$ cat src/sv/gsdw_pkg.sv
// shared types, codes and constants of the grid steepest descent walk
`timescale 1ns / 1ps
`default_nettype none

package gsdw_pkg;

    localparam int MAX_ROWS_DEF    = 64;
    localparam int MAX_COLS_DEF    = 64;
    localparam int HEIGHT_BITS_DEF = 16;

    localparam int ROW_W   = 6;
    localparam int COL_W   = 6;
    localparam int ELEV_W  = 16;
    localparam int STEP_W  = 6;
    localparam int DIM_W   = 7;
    localparam int CFG_IDX_W  = 2;
    localparam int CFG_DATA_W = 7;
    localparam int NB_W    = 3;

    localparam logic OP_LOAD = 1'b0;
    localparam logic OP_WALK = 1'b1;

    localparam logic [CFG_IDX_W-1:0] CFG_GRID_ROWS  = 2'd0;
    localparam logic [CFG_IDX_W-1:0] CFG_GRID_COLS  = 2'd1;
    localparam logic [CFG_IDX_W-1:0] CFG_TRACE_MODE = 2'd2;
    localparam logic [CFG_IDX_W-1:0] CFG_MAX_STEPS  = 2'd3;

    localparam logic [NB_W-1:0] NB_LAST = 3'd7;

    typedef enum logic [1:0] {
        DELTA_ZERO  = 2'b00,
        DELTA_PLUS  = 2'b01,
        DELTA_MINUS = 2'b11
    } t_delta;

    // neighbor order nw, w, sw, n, s, ne, e, se
    localparam t_delta NB_DROW [8] = '{DELTA_MINUS, DELTA_ZERO, DELTA_PLUS, DELTA_MINUS,
                                       DELTA_PLUS, DELTA_MINUS, DELTA_ZERO, DELTA_PLUS};
    localparam t_delta NB_DCOL [8] = '{DELTA_MINUS, DELTA_MINUS, DELTA_MINUS, DELTA_ZERO,
                                       DELTA_ZERO, DELTA_PLUS, DELTA_PLUS, DELTA_PLUS};

    typedef enum logic [1:0] {
        EMIT_NONE  = 2'd0,
        EMIT_TRACE = 2'd1,
        EMIT_END   = 2'd2,
        EMIT_FAULT = 2'd3
    } t_emit;

    typedef struct packed {
        logic            load;
        logic            start;
        logic            rd_center;
        logic            scan;
        logic [NB_W-1:0] nb_idx;
        logic            move;
        t_emit           emit;
    } t_dp_cmd;

    typedef struct packed {
        logic start_fault;
        logic has_lower;
        logic at_limit;
        logic trace_on;
        logic out_free;
    } t_dp_stat;

endpackage

`default_nettype wire

$ cat src/sv/gsdw_ctrl.sv
// walk sequencer: input handshake, neighbor scan order and result scheduling
`timescale 1ns / 1ps
`default_nettype none

module gsdw_ctrl (
    input  wire logic               i_clk,
    input  wire logic               i_rst_n,
    input  wire logic               i_valid,
    output logic                    o_stall,
    input  wire logic               i_op,
    input  wire gsdw_pkg::t_dp_stat i_stat,
    output gsdw_pkg::t_dp_cmd       o_cmd
);

    typedef enum logic [7:0] {
        S_IDLE   = 8'b0000_0001,
        S_CENTER = 8'b0000_0010,
        S_SCAN   = 8'b0000_0100,
        S_DRAIN  = 8'b0000_1000,
        S_DECIDE = 8'b0001_0000,
        S_TRACE  = 8'b0010_0000,
        S_END    = 8'b0100_0000,
        S_FAULT  = 8'b1000_0000
    } t_state;

    t_state                      r_state, n_state;
    logic [gsdw_pkg::NB_W-1:0]   r_nb, n_nb;
    gsdw_pkg::t_dp_cmd           cmd;

    always_comb begin
        n_state = r_state;
        n_nb    = r_nb;
        cmd     = '0;
        o_stall = (r_state != S_IDLE);
        case (r_state)
            S_IDLE: begin
                if (i_valid) begin
                    if (i_op == gsdw_pkg::OP_WALK) begin
                        cmd.start = 1'b1;
                        n_state   = i_stat.start_fault ? S_FAULT : S_CENTER;
                    end else begin
                        cmd.load = 1'b1;
                    end
                end
            end
            S_CENTER: begin
                cmd.rd_center = 1'b1;
                n_state       = S_SCAN;
            end
            S_SCAN: begin
                cmd.scan   = 1'b1;
                cmd.nb_idx = r_nb;
                n_nb       = r_nb + 3'd1;
                if (r_nb == gsdw_pkg::NB_LAST) begin
                    n_state = S_DRAIN;
                end
            end
            S_DRAIN: begin
                n_state = S_DECIDE;
            end
            S_DECIDE: begin
                if (!i_stat.has_lower || i_stat.at_limit) begin
                    n_state = S_END;
                end else begin
                    cmd.move = 1'b1;
                    n_state  = i_stat.trace_on ? S_TRACE : S_SCAN;
                end
            end
            S_TRACE: begin
                if (i_stat.out_free) begin
                    cmd.emit = gsdw_pkg::EMIT_TRACE;
                    n_state  = S_SCAN;
                end
            end
            S_END: begin
                if (i_stat.out_free) begin
                    cmd.emit = gsdw_pkg::EMIT_END;
                    n_state  = S_IDLE;
                end
            end
            S_FAULT: begin
                if (i_stat.out_free) begin
                    cmd.emit = gsdw_pkg::EMIT_FAULT;
                    n_state  = S_IDLE;
                end
            end
            default: begin
                n_state = S_IDLE;
            end
        endcase
    end

    always_ff @(posedge i_clk) begin
        if (!i_rst_n) begin
            r_state <= S_IDLE;
            r_nb    <= '0;
        end else begin
            r_state <= n_state;
            r_nb    <= n_nb;
        end
    end

    assign o_cmd = cmd;

    a_emit_room: assert property (@(posedge i_clk) disable iff (!i_rst_n)
        (cmd.emit != gsdw_pkg::EMIT_NONE) |-> i_stat.out_free)
        else $error("result issued while output word occupied");

    a_decide_after_drain: assert property (@(posedge i_clk) disable iff (!i_rst_n)
        (r_state == S_DECIDE) |-> $past(r_state == S_DRAIN))
        else $error("decision reached without finishing the scan");

    a_fault_path: assert property (@(posedge i_clk) disable iff (!i_rst_n)
        (cmd.start && i_stat.start_fault) |=> (r_state == S_FAULT))
        else $error("out of grid start did not take the fault path");

endmodule

`default_nettype wire

$ cat config.mk
export PLATFORM = sky130hd
export DESIGN_NAME = gsdw_ctrl
export DESIGN_NICKNAME = d
export VERILOG_FILES = /design/src/sv/gsdw_pkg.sv /design/src/sv/gsdw_ctrl.sv
export SDC_FILE = /design/constraint.sdc
export NUM_CORES = 1
export LEC_CHECK = 0
export BUFFER_PORTS_ARGS = -buffer_cell sky130_fd_sc_hd__buf_4
export CORE_MARGIN = 2
export CORE_UTILIZATION = 40
export DETAILED_ROUTE_END_ITERATION = 16
export PLACE_DENSITY = 0.69
export SETUP_SLACK_MARGIN = 0.05
export SYNTH_ARGS = -nofsm -noshare
export SYNTH_HDL_FRONTEND = slang
export SYNTH_SLANG_ARGS = --single-unit
$ cat constraint.sdc
create_clock -name i_clk -period 3.85 [get_ports i_clk]
set_input_delay 1.155 -clock i_clk [delete_from_list [all_inputs] [get_ports i_clk]]
set_output_delay 1.155 -clock i_clk [all_outputs]
set_load 0.02 [all_outputs]
==> results of run 1 <==
how the worst max path moves through the flow:
stage / from / slack (ns) / end / cells after the start
2_1_floorplan: i_stat[0] / 0.95 / o_cmd[0] / 2
3_3_place_gp: i_stat[2] / 0.96 / o_cmd[2] / 5
3_5_place_dp: i_stat[2] / 0.92 / o_cmd[2] / 5
4_1_cts: i_stat[2] / 0.91 / o_cmd[2] / 5
5_1_grt: r_state[0]$_SDFFE_PN1P_ / 0.83 / o_cmd[9] / 4
6_report: i_stat[2] / 0.92 / o_cmd[2] / 5
power by group:
| group | total, mW | internal (mW) | switching [mW] |
|---|---|---|---|
| clock | 0.0781 | 0.0401 | 0.0380 |
| combinational | 0.0498 | 0.0231 | 0.0268 |
| sequential | 0.122 | 0.116 | 0.00543 |
logic make-up (layout without fill, tap and decap cells):
family,count (synthesis),count (layout),synth area share
flip-flops,11,11,0.300
adder cells (fa/ha/maj),2,2,0.0341
AND/OR/NAND/NOR,43,43,0.387
buffers and inverters,9,27,0.0835
XOR/XNOR,4,4,0.0477
AO/OA/AOI/OAI,11,11,0.101
multiplexers,3,3,0.0477
layer usage:
layer / routed length, um / track usage / share of wire / vias to the layer above
met5: 0 / 0 / 0 / -
met4: 25 / 0.100 / 0.017 / 0
met3: 91 / 0.0231 / 0.060 / 4
met2: 664 / 0.233 / 0.44 / 21
met1: 727 / 0.223 / 0.48 / 297
li1: - / - / - / 341
sequential cells by signal, summed over array words and instances, names as in the netlist:
signal / count
r_state: 8
r_nb: 3
layout make-up:
type | count | area [um^2]
Fill cell | 186 | 838
Tap cell | 25 | 31.3
Timing Repair Buffer | 19 | 143
Inverter | 4 | 15.0
Sequential cell | 11 | 220
Clock buffer | 4 | 26.3
Multi-Input combinational cell | 63 | 453
cell usage in the layout, fill, tap and decap left out, types with 2 or more instances in the layout:
cell,Yosys,routed
o21ai_0,3,3
nand3b_1,2,2
clkbuf_4,0,3
buf_4,1,19
inv_1,4,4
mux2i_1,2,2
nor2_1,8,8
nor4b_1,4,4
and3_1,4,4
xnor2_1,3,3
nor3_1,4,4
nor3b_1,2,2
and2_1,2,2
ha_1,2,2
dfxtp_1,11,11
nand2_1,4,4
a31oi_1,2,2
tightest hold or removal path, stage by stage (launching register included):
cell	delay [ns]
dfxtp_1	0.34
mux2i_1	0.07
nor2_1	0.07
cells in the mapped netlist (2+ instances only):
cell type / n
dfxtp_1: 11
xnor2_1: 3
nand2_1: 4
and2_1: 2
inv_1: 4
mux2i_1: 2
nor4b_1: 4
nand3b_1: 2
nor3b_1: 2
nor3_1: 4
ha_1: 2
o21ai_0: 3
a31oi_1: 2
nor2_1: 8
and3_1: 4
buf_6: 3
per-stage QoR:
step	cell area, um^2	instances	hold WS, ns	utilization	power [mW]
after global routing	888	126	0.576	0.514	0.265
final	888	126	0.519	0.514	0.250
after CTS	888	126	0.527	0.514	0.253
after floorplan	734	83	0.479	-	0.155
after detailed placement	862	122	0.512	0.499	0.174
after global placement	862	122	0.502	0.499	0.174
==> results.ini, run 1 <==
[clocking]
cts_root_buf=clkbuf_4
clockBufferDepth=2
postCtsHoldBufs=0
h-tree-depth=1
clk_latency_ns=0.27
path_clk_slew_ns=0.07
postCtsSetupBuffers=0
post_cts_resized=0
tritoncts=done
clkSinkCount=11
cts_buffers=3

[worst_setup_path]
crit_buf_inv=3
critPathTopFamily=buffers and inverters
path_common_cell=buf_4
path_cells=buf_4 -> nor2b_1 -> nand4_1 -> inv_1 -> buf_4
required_ns=2.69
critPathArrivalTime_ns=1.78
slowest_delay_ns=0.16
rr_startpoint=r_state[4]$_SDFFE_PN0P_
cp_max_fo=3
reg2regPathDepth=4
cp_slowest_cell=nand4_1
r2r_end=r_nb[2]$_SDFFE_PN0N_
start_kind=input port
r2r_slack_ns=2.24
endpoint_kind=primary output
crit_type=in -> out

[sta]
worst_slew_pin_slew_ns=0.446
relSlewSlack=0.699
finalCritPeriodShare=0.761
setup_tns_ns=0
grt_setup_unrepaired=no
fin_ws_ns=0.919
max_freq_mhz=341
final_max_slew_viol_count=0
fin_skew_ns=0.000852
hold_viol=0
setup_violations=0
fin_crit_ns=2.93

[pwr]
powerDensity_nw_per_um2=281
leakagePower_nw=0.381
ir_worst_vdd_mv=0.181

[global_routing]
grt_pass1_wl_mm=2.48
grt_overflow=0
grt_pass1_vias=565
grt_max_degree=10
antenna_found_initial=0
grt_usage=0.161

[floorplanning]
top_level_ports=20
core_um2=1730
fp.dieH_um=46.9
start_util=0.425
die_w_um=46.9
core.rowCount=15
die_area_um2=2190

[worst_hold_path]
worstHoldStart=r_nb[1]$_SDFFE_PN0N_
whs_path_depth=2
hp-class=reg -> reg
hold_end=r_nb[1]$_SDFFE_PN0N_

[placement]
io_buffers=19
dp_slack_ns=0.921
dp_hpwl_mm=1.16
place_congestion=0.781

[finish]
layout-drive-gt1-share=0.277
final_nets=113
syn2layout_area_growth_pct=21.0
antennaDiodeCount=0

[detailed_routing]
num_vias=663
drc=0
ant_nets=0
drt-total-wl_mm=1.51
drt_iter0_drc=19
wl_per_cell_um=12.0
vias_per_cell=5.26
firstDrtPassIters=4

[yosys]
synth.avg_cell_area_um2=8.85
yosysTopAreaCellShare=0.300
synth_nets=94
yosysUniqueCellTypes=39
async_flop_share=0
synth_edf_count=0
yosys-top-cells-area=dfxtp_1, nor4b_1, buf_6
syn_area_um2=734
yosysWarnings=0
ys_ff_latch=11
synth_area_leader_cell=dfxtp_1
seq_area_frac_synth=0.300
synthFlopType=dfxtp_1
syn_inst=83

[run_status]
status=finished, final reports clean

[run]
cap_viol_max_count=0

(Power assumes the default switching activity.)
==> inputs of run 2 (changes only) <==
--- a/config.mk
+++ b/config.mk
@@ -5,11 +5,12 @@
 export SDC_FILE = /design/constraint.sdc
 export NUM_CORES = 1
 export LEC_CHECK = 0
+export ABC_AREA = 1
 export BUFFER_PORTS_ARGS = -buffer_cell sky130_fd_sc_hd__buf_4
 export CORE_MARGIN = 2
 export CORE_UTILIZATION = 40
 export DETAILED_ROUTE_END_ITERATION = 16
-export PLACE_DENSITY = 0.69
+export PLACE_DENSITY = 0.67
 export SETUP_SLACK_MARGIN = 0.05
 export SYNTH_ARGS = -nofsm -noshare
 export SYNTH_HDL_FRONTEND = slang
==> constraint.sdc (replaced) <==
create_clock -name i_clk -period 2.7 [get_ports i_clk]
set_input_delay 0.81 -clock i_clk [delete_from_list [all_inputs] [get_ports i_clk]]
set_output_delay 0.81 -clock i_clk [all_outputs]
set_load 0.02 [all_outputs]
==> results.ini, run 2 <==
[run_status]
status=finished, final reports clean

[global_routing]
grt_overflow=0  ; unchanged
grt_usage=0.157  ; -0.00344
grt_pass1_wl_mm=3.06  ; +23%
antenna_found_initial=0  ; unchanged
grt_max_degree=12  ; +2
grt_pass1_vias=775  ; +37%

[finish]
stdcell_area_um2=1030  ; +16%
mostFrequentLayoutCells=nor2_1, nand2_1, inv_1, buf_4, dfxtp_1
top_register=r_state
reg_top3=r_state x8, r_nb x3
largest_reg_flops=8  ; unchanged
final_nets=163  ; +44%
multiInputGateArea_um2=515  ; +14%
final_common_cell=nor2_1
syn2layout_area_growth_pct=22.7
n_fill_cell=197  ; +5.9%
antennaDiodeCount=0  ; unchanged
regArea_um2=220  ; unchanged
layout-drive-gt1-share=0.344  ; +0.0671

[sta]
setup_violations=0  ; unchanged
relSlewSlack=0.855  ; +0.156
fin_crit_ns=2.27
setup_tns_ns=0  ; unchanged
worst_slew_pin_slew_ns=0.218  ; -0.228 ns
grt_setup_unrepaired=no
hold_viol=0  ; unchanged
finalCritPeriodShare=0.842
max_freq_mhz=440
final_max_slew_viol_count=0  ; unchanged
finalHoldWorstSlack_ns=0.476  ; -0.0436 ns
fin_skew_ns=0.00134  ; +0.000489 ns

[pwr]
powerDensity_nw_per_um2=1030  ; +270%
p_clk_frac=0.101  ; -0.212
p_sw_uw=564  ; +700%
p_comb_frac=0.664  ; +0.465
ir_worst_vdd_mv=0.533  ; +190%
p_seq_frac=0.235  ; -0.253
internal_power_uw=506  ; +180%
leakagePower_nw=0.528  ; +38%
p_sw_frac=0.527  ; +0.246
total_power_mw=1.07  ; +330%

[worst_hold_path]
hp-class=reg -> reg
worstHoldStart=r_nb[1]$_SDFFE_PN0N_

[detailed_routing]
firstDrtPassIters=4  ; unchanged
drt-total-wl_mm=1.75  ; +16%
drt_iter0_drc=17  ; -2
drc=0  ; unchanged
ant_nets=0  ; unchanged
num_vias=807  ; +22%
wl_per_cell_um=9.81  ; -18%
vias_per_cell=4.53  ; -14%

[yosys]
synthFlopType=dfxtp_1
yosys-top-cells-area=dfxtp_1, nor2_1, nand2_1
synth_area_leader_cell=dfxtp_1
synth.avg_cell_area_um2=6.54  ; -26%
synthAdderAreaFrac=0.0297  ; -0.00440
async_flop_share=0  ; unchanged
synth_top_family_by_area=simple AND/OR/NAND/NOR gates
synth_compound_area_frac=0.0712  ; -0.0293
synth_nets=140  ; +49%
syn_area_um2=843  ; +15%
synthMuxAreaShare=0  ; -0.0477
synthXorXnorAreaFrac=0  ; -0.0477
yosys-top-cells-count=nor2_1, nand2_1, inv_1
yosysUniqueCellTypes=21  ; -46%
synth_edf_count=0  ; unchanged
yosysMostFrequentCell=nor2_1
yosysTopAreaCellShare=0.261  ; -0.0387
seq_area_frac_synth=0.261  ; -0.0387
syn_inst=129  ; +55%
yosysWarnings=0  ; unchanged
ys_ff_latch=11  ; unchanged
yosys.area_share.simple=0.510  ; +0.124

[clocking]
h-tree-depth=1  ; unchanged
post_cts_resized=0  ; unchanged
tritoncts=done
postCtsSetupBuffers=0  ; unchanged
path_clk_slew_ns=0.07  ; about the same
clockBufferDepth=2  ; unchanged
cts_buffers=3  ; unchanged
postCtsHoldBufs=0  ; unchanged
clk_latency_ns=0.26  ; about the same
cts_root_buf=clkbuf_4
clkSinkCount=11  ; unchanged

[placement]
io_buffers=19  ; unchanged
dp_hpwl_mm=1.49  ; +28%
place_congestion=0.840  ; +7.5%
placed_area_um2=1010  ; +17%

[run]
cap_viol_max_count=0  ; unchanged

[floorplanning]
core.rowCount=16  ; +1
top_level_ports=20  ; unchanged
start_util=0.426  ; about the same
die_w_um=49.9  ; +6.5%
fp.dieH_um=49.9  ; +6.5%
core_um2=1980  ; +15%
die_area_um2=2490  ; +14%

[worst_setup_path]
critPathArrivalTime_ns=1.46  ; -0.32 ns
cp_max_fo=8  ; +5
endpoint_kind=primary output
crit_type=reg -> out
required_ns=1.89  ; -0.80 ns
startpoint=r_state[4]$_SDFFE_PN0P_
rr_startpoint=r_nb[0]$_SDFFE_PN0N_
start_kind=flop

run 2: cell count changes in the layout (fill, tap and decap cells not counted), moves of 5 or more:
cell / change
inv_1: +16
nor2_1: +17
nand2_1: +17
nand2_2: +5
nand3_1: +9
nor2_2: +6
run 2: stage by stage:
stage | util | std cells | setup WS [ns]
2_1_floorplan | - | 129 | 0.501
3_3_place_gp | 0.509 | 174 | 0.593
3_5_place_dp | 0.509 | 174 | 0.568
4_1_cts | 0.522 | 178 | 0.405
5_1_grt | 0.522 | 178 | 0.298
6_report | 0.522 | 178 | 0.426
run 2: power groups by stage:
stage               registers [mW]  clock network [mW]  logic (mW)
floorplan                    0.248                   0       0.562
global placement             0.253                   0       0.698
detailed placement           0.256                   0       0.716
CTS                          0.252               0.112       0.718
global route                 0.259               0.123       0.793
finish                       0.252               0.108       0.710
run 2: cells by family (layout without fill, tap and decap cells):
family | Yosys count | after routing
buf+inv | 26 | 48
flops | 11 | 11
simple gates | 81 | 81
compound gates | 9 | 9
fa+ha+maj | 2 | 2
run 2: final cells by class:
cell class	instances	share of cell area
Tap cell	27	0.0326
Multi-Input combinational cell	92	0.498
Sequential cell	11	0.213
Clock buffer	4	0.0254
Timing Repair Buffer	19	0.138
Inverter	25	0.0931
run 2: worst max-delay path, cell delays in order, from the launching register on:
cell     delay [ns]
dfxtp_1        0.35
nor2_4         0.18
nand2_4        0.10
nor2_4         0.17
inv_2          0.09
nor2_1         0.14
buf_4          0.16
run 2: layer usage:
layer | global-route usage | share of wire | vias to the layer above
met5 | 0 | 0 | -
met4 | 0.0694 | 0.0057 | 0
met3 | 0.0182 | 0.030 | 2
met2 | 0.267 | 0.48 | 12
met1 | 0.198 | 0.49 | 353
li1 | - | - | 440
run 2: worst paths after layout:
kind	slack, ns	to	depth (start not counted)
worst max-delay path	0.43	o_cmd[3]	6
worst min-delay path	0.48	r_nb[1]$_SDFFE_PN0N_	2
worst max register to register	1.32	r_state[6]$_SDFFE_PN0P_	10
worst min register to register	0.48	r_nb[1]$_SDFFE_PN0N_	2
